`config.mk`:
```
export PLATFORM = sky130hd
export DESIGN_NAME = gwc_reduce
export DESIGN_NICKNAME = d
export VERILOG_FILES = /design/src/rtl/gabor_window_convolution_core_defines.svh /design/src/rtl/gwc_pkg.sv /design/src/rtl/gwc_reduce.sv
export SDC_FILE = /design/constraint.sdc
export NUM_CORES = 1
export LEC_CHECK = 0
export BUFFER_PORTS_ARGS = -buffer_cell sky130_fd_sc_hd__buf_2
export CAP_MARGIN = 20
export CORE_ASPECT_RATIO = 0.8
export CORE_MARGIN = 2
export CORE_UTILIZATION = 25
export DETAILED_ROUTE_END_ITERATION = 8
export PLACE_DENSITY_LB_ADDON = 0.15
export REMOVE_ABC_BUFFERS = 1
export SLEW_MARGIN = 25
export SYNTH_ARGS = -nofsm -noshare
export SYNTH_HDL_FRONTEND = slang
export SYNTH_SLANG_ARGS = --single-unit
```
`constraint.sdc`:
```
create_clock -name clk -period 1 [get_ports clk]
set_input_delay 0.2 -clock clk [delete_from_list [all_inputs] [get_ports clk]]
set_output_delay 0.2 -clock clk [all_outputs]
set_load 0.05 [all_outputs]
```
`src/rtl/gabor_window_convolution_core_defines.svh`:
```
// assertion helpers used by gabor_window_convolution_core
`ifndef GABOR_WINDOW_CONVOLUTION_CORE_DEFINES_SVH
`define GABOR_WINDOW_CONVOLUTION_CORE_DEFINES_SVH

`ifndef SYNTHESIS
`define GWC_ASSERT_SAME(lbl, clk, rst_n, a, b) \
    lbl: assert property (@(posedge clk) disable iff (!rst_n) (a) |-> (b)) \
        else $error("gwc assertion failed");
`define GWC_ASSERT_NEXT(lbl, clk, rst_n, a, b) \
    lbl: assert property (@(posedge clk) disable iff (!rst_n) (a) |=> (b)) \
        else $error("gwc assertion failed");
`else
`define GWC_ASSERT_SAME(lbl, clk, rst_n, a, b)
`define GWC_ASSERT_NEXT(lbl, clk, rst_n, a, b)
`endif

`endif

```
`src/rtl/gwc_pkg.sv`:
```
package gwc_pkg;

    localparam int TAB_FRAC = 15;
    localparam int MAX_HEIGHT = 4096;
    localparam int MAG_MAX = 1023;

    localparam logic [1:0] REG_WIDTH = 2'd0;
    localparam logic [1:0] REG_HEIGHT = 2'd1;
    localparam logic [1:0] REG_DIRECTION = 2'd2;

    typedef struct packed {
        logic produce;
        logic row_end;
        logic frame_end;
    } gwc_ctl_t;

    localparam int AXIS_TAB [4][4] = '{
        '{0, 0, 0, 0},
        '{496, 494, 486, 474},
        '{889, 885, 871, 850},
        '{1107, 1102, 1085, 1058}};

    localparam int DIAG_TAB [7][7] = '{
        '{0, 0, 0, 0, 0, 0, 0},
        '{0, 356, 0, 349, 0, 336, 0},
        '{677, 0, 670, 0, 650, 0, 0},
        '{0, 923, 0, 905, 0, 0, 0},
        '{1084, 0, 1073, 0, 0, 0, 0},
        '{0, 1140, 0, 0, 0, 0, 0},
        '{1111, 0, 0, 0, 0, 0, 0}};

    function automatic int iabs(input int v);
        return (v < 0) ? -v : v;
    endfunction

    function automatic int from_axis(input int a, input int b);
        int m;
        m = AXIS_TAB[iabs(a) & 3][iabs(b) & 3];
        return (a < 0) ? -m : m;
    endfunction

    function automatic int from_diag(input int a, input int b);
        int m;
        m = 0;
        if (iabs(a) <= 6 && iabs(b) <= 6)
        begin
            m = DIAG_TAB[iabs(a)][iabs(b)];
        end
        return (a < 0) ? -m : m;
    endfunction

    // q1.15 coefficient for row offset k, column offset l
    function automatic int coef_q15(input logic [3:0] dir, input int k, input int l);
        int v;
        v = 0;
        if (iabs(k) <= 3 && iabs(l) <= 3)
        begin
            unique case (dir[2:0])
                3'd1: v = from_diag(k + l, l - k);
                3'd2: v = from_axis(l, k);
                3'd3: v = from_diag(l - k, k + l);
                3'd4: v = -from_axis(k, l);
                3'd5: v = -from_diag(k + l, l - k);
                3'd6: v = -from_axis(l, k);
                3'd7: v = -from_diag(l - k, k + l);
                3'd0: v = from_axis(k, l);
            endcase
        end
        return v;
    endfunction

    // bring a q1.15 value to frac fraction bits, rounding half away from zero
    function automatic int scale_coef(input int v, input int frac);
        int m;
        m = iabs(v);
        if (frac >= TAB_FRAC)
        begin
            m = m <<< (frac - TAB_FRAC);
        end
        else
        begin
            m = (m + (1 <<< (TAB_FRAC - frac - 1))) >>> (TAB_FRAC - frac);
        end
        return (v < 0) ? -m : m;
    endfunction

endpackage

```
`src/rtl/gwc_reduce.sv`:
```
module gwc_reduce #(
    parameter int WIN_C = 7,
    parameter int PART_W = 24,
    parameter int COEF_FRAC_BITS = 15
) (
    input  logic                     clk,
    input  logic                     rst_n,
    input  logic                     advance,
    input  logic                     in_valid,
    input  gwc_pkg::gwc_ctl_t        in_ctl,
    input  logic signed [PART_W-1:0] part [WIN_C],
    output logic                     out_valid,
    output logic [9:0]               magnitude,
    output gwc_pkg::gwc_ctl_t        out_ctl
);
    import gwc_pkg::*;

    localparam int SUM_W = PART_W + $clog2(WIN_C);

    logic signed [SUM_W-1:0] sum;
    logic [SUM_W-1:0]        abs_sum;
    logic [SUM_W-1:0]        shifted;
    logic [9:0]              mag_next;
    logic                    valid_reg;
    logic [9:0]              mag_reg;
    gwc_ctl_t                ctl_reg;

    always_comb
    begin
        sum = '0;
        for (int j = 0; j < WIN_C; j++)
        begin
            sum = sum + SUM_W'(part[j]);
        end
        abs_sum = (sum < 0) ? SUM_W'(-sum) : SUM_W'(sum);
        shifted = abs_sum >> COEF_FRAC_BITS;
        mag_next = (shifted > SUM_W'(MAG_MAX)) ? 10'(MAG_MAX) : 10'(shifted);
    end

    always_ff @(posedge clk or negedge rst_n)
    begin
        if (!rst_n)
        begin
            valid_reg <= 1'b0;
        end
        else if (advance)
        begin
            valid_reg <= in_valid;
        end
    end

    always_ff @(posedge clk)
    begin
        if (advance)
        begin
            mag_reg <= mag_next;
            ctl_reg <= in_ctl;
        end
    end

    assign out_valid = valid_reg;
    assign magnitude = mag_reg;
    assign out_ctl = ctl_reg;
endmodule
```
==> metrics.cfg <==
[critical_path]
endpoint_kind=register
slowest_stage=fa_1
crit_chain=buf_6 -> inv_2 -> fa_1 -> inv_2 -> fa_1 -> inv_2 -> fa_2 -> fa_1 -> inv_2 -> ha_4 -> a21o_1 -> o31a_1 -> o31ai_4 -> buf_4 -> xnor2_2 -> or3_4 -> or2_4 -> o311ai_4 -> o22a_1
arrival_ns=5.09
slowest_delay_ns=0.56
ff2ff_setup_slack_ns=0.24
start_kind=primary input
required_ns=1.10
critical_path_class=in -> reg
cp_top_family=adder cells
crit_top_cell=inv_2
critPathMaxFanout=5
path_buf_inv=6

[floorplanning]
core_sq_mm=0.0224
die_width_um=173
die-area_sq_mm=0.0240
start_util_pct=25.4
boundaryPins=189
die_y_um=139
rows=49

[clock_network]
root_buffer=clkbuf_16
clk_latency_ns=0.24
clkTransAtPathRegs_ns=0.05
cts_buffer_depth=2
cts_made_buffers=3
cts_tree=done
cts.sinks=14
htree_num_levels=1

[timing]
hold_viol_final=0
report.final.slew_viol_count=0
fin_crit_sh_pct=499
skew_ns=0
setup-violations-final=10
fin_tns_setup_ns=-39.58
rsz0062_at_grt=true
max_freq_mhz=201
tightest_slew_ns=0.424
min_period_ns=4.99
maxSlewHeadroom_pct=71.7
fin_ws_ns=-3.99

[synthesis]
yosys-top-cells-area=fa_1 43%, inv_1 17%, edfxtp_1 6.8%
yosysTopAreaCell=fa_1
ys_types=68
synth-edff-count=13
synth_area_sq_mm=0.00570
synth_common_cells=263 x inv_1, 122 x fa_1, 28 x ha_1
yosysMostFrequentCell=inv_1
syn_avg_cell_area_sq_um=8.67
synthFlopType=edfxtp_1
syn_inst=658
seq_area_frac_synth_pct=7.28
yosysTopAreaCellShare_pct=42.8
synth-seq-cells=14
async_flop_share_pct=7.14
ys_warn_count=0

[global_routing]
top_usage_layer=met2
grt_use_total_pct=10.9
use_met1_pct=15.0
antenna_found_initial=0
use_met2_pct=18.9
grt_pass1_vias=5378
grt_max_degree=18
grt_pass1_wl_um=23000
met3_usage_pct=1.81
grt_remaining_overflow=0

[worst_hold_path]
min_path_type=in -> reg

[detailed_routing]
viasPerCell=3.99
avgRoutedWirePerCell_um=10.0
vias=5054
firstDrtPassIters=4
drc=0
drt_wl_total_um=12700
first_iter_violations=96
ant_nets=0

[place]
io_buffers=188
pre_cts_ws_ns=-4.59
dp_hpwl_um=11500
routabilityCongestion=0.724

[cells_and_area]
antenna_cells=0
nets=1287
final_layout_size_suffix_gt1_share_pct=41.5
syn_to_final_growth_pct=49.7

[run_status]
status=finished, violations left
violations=negative setup slack

[run]
drv_cap=0

-- path summary, 6_finish.rpt --
kind / cells past startpoint / to / from
max in group asynchronous: 2 / out_valid$_DFFE_PN0P_ / rst_n
min in group asynchronous: 2 / out_valid$_DFFE_PN0P_ / rst_n
worst max-delay path: 19 / magnitude[9]$_SDFFCE_PN1P_ / part[8]
worst min-delay path: 1 / out_ctl[1]$_DFFE_PP_ / in_ctl[1]
worst max register to register: 1 / out_valid$_DFFE_PN0P_ / out_valid$_DFFE_PN0P_
worst min register to register: 1 / out_valid$_DFFE_PN0P_ / out_valid$_DFFE_PN0P_
-- metrics by stage --
step                      utilization, %  instances  area (sq um)  hold slack (ns)
after floorplan                        -        651          5670          -0.0956
after global placement              34.5       1244          7750          -0.0248
after detailed placement            34.5       1244          7750          -0.0251
after CTS                           37.2       1264          8340            0.131
after global routing                38.0       1267          8540            0.133
final                               38.0       1267          8540            0.133
-- registers in the layout, summed over array words and instances (netlist names) --
register and count:
magnitude 10, out_ctl 3, out_valid 1
-- routing by layer --
metal / part of all wire, % / up-vias
met3: 6.6 / 6
met5: 0 / -
met1: 47 / 2326
met4: 0.57 / 0
li1: - / 2580
met2: 45 / 142
-- placed cells by master (no fill, tap or decap), types with 7 or more instances in the layout --
cell	instances
fa_1	118
nand2_1	15
xnor2_1	7
a21oi_1	11
o211ai_1	11
buf_4	112
inv_2	19
nor2_1	21
a21o_1	13
buf_2	169
o21ai_0	15
inv_1	244
or3_1	10
nor3_1	10
ha_1	15
a21oi_2	7
edfxtp_1	13
buf_6	21
ha_4	13
-- cell families (layout without fill, tap and decap cells) --
family | count (synthesis) | in the layout | share of synthesized area [%]
AND/OR/NAND/NOR | 100 | 100 | 9.15
flip-flops | 14 | 14 | 7.28
adder cells (fa/ha/maj) | 150 | 150 | 49.0
AO/OA/AOI/OAI | 106 | 106 | 13.8
buffers and inverters | 270 | 573 | 17.9
multiplexers | 4 | 4 | 0.746
XOR/XNOR | 14 | 14 | 2.15
-- final cells by class --
class	count	area, sq um
clock buffer	3	75.1
timing repair buffer	306	2000
fill	2384	13900
inverter	263	987
tap	306	383
multi-input combinational	374	4670
sequential	14	415
clock inverter	1	3.75
-- repair_timing --
item	CTS	global route
resized for setup	82	37
setup buffers	15	2
hold buffers	1	0
setup endpoints to repair	24	21
pin swaps	56	35
cloned	0	1
hold endpoints to repair	1	0
Power is not shown: default switching activity piles up to over one toggle a cycle in this logic, so the estimate is an artifact.
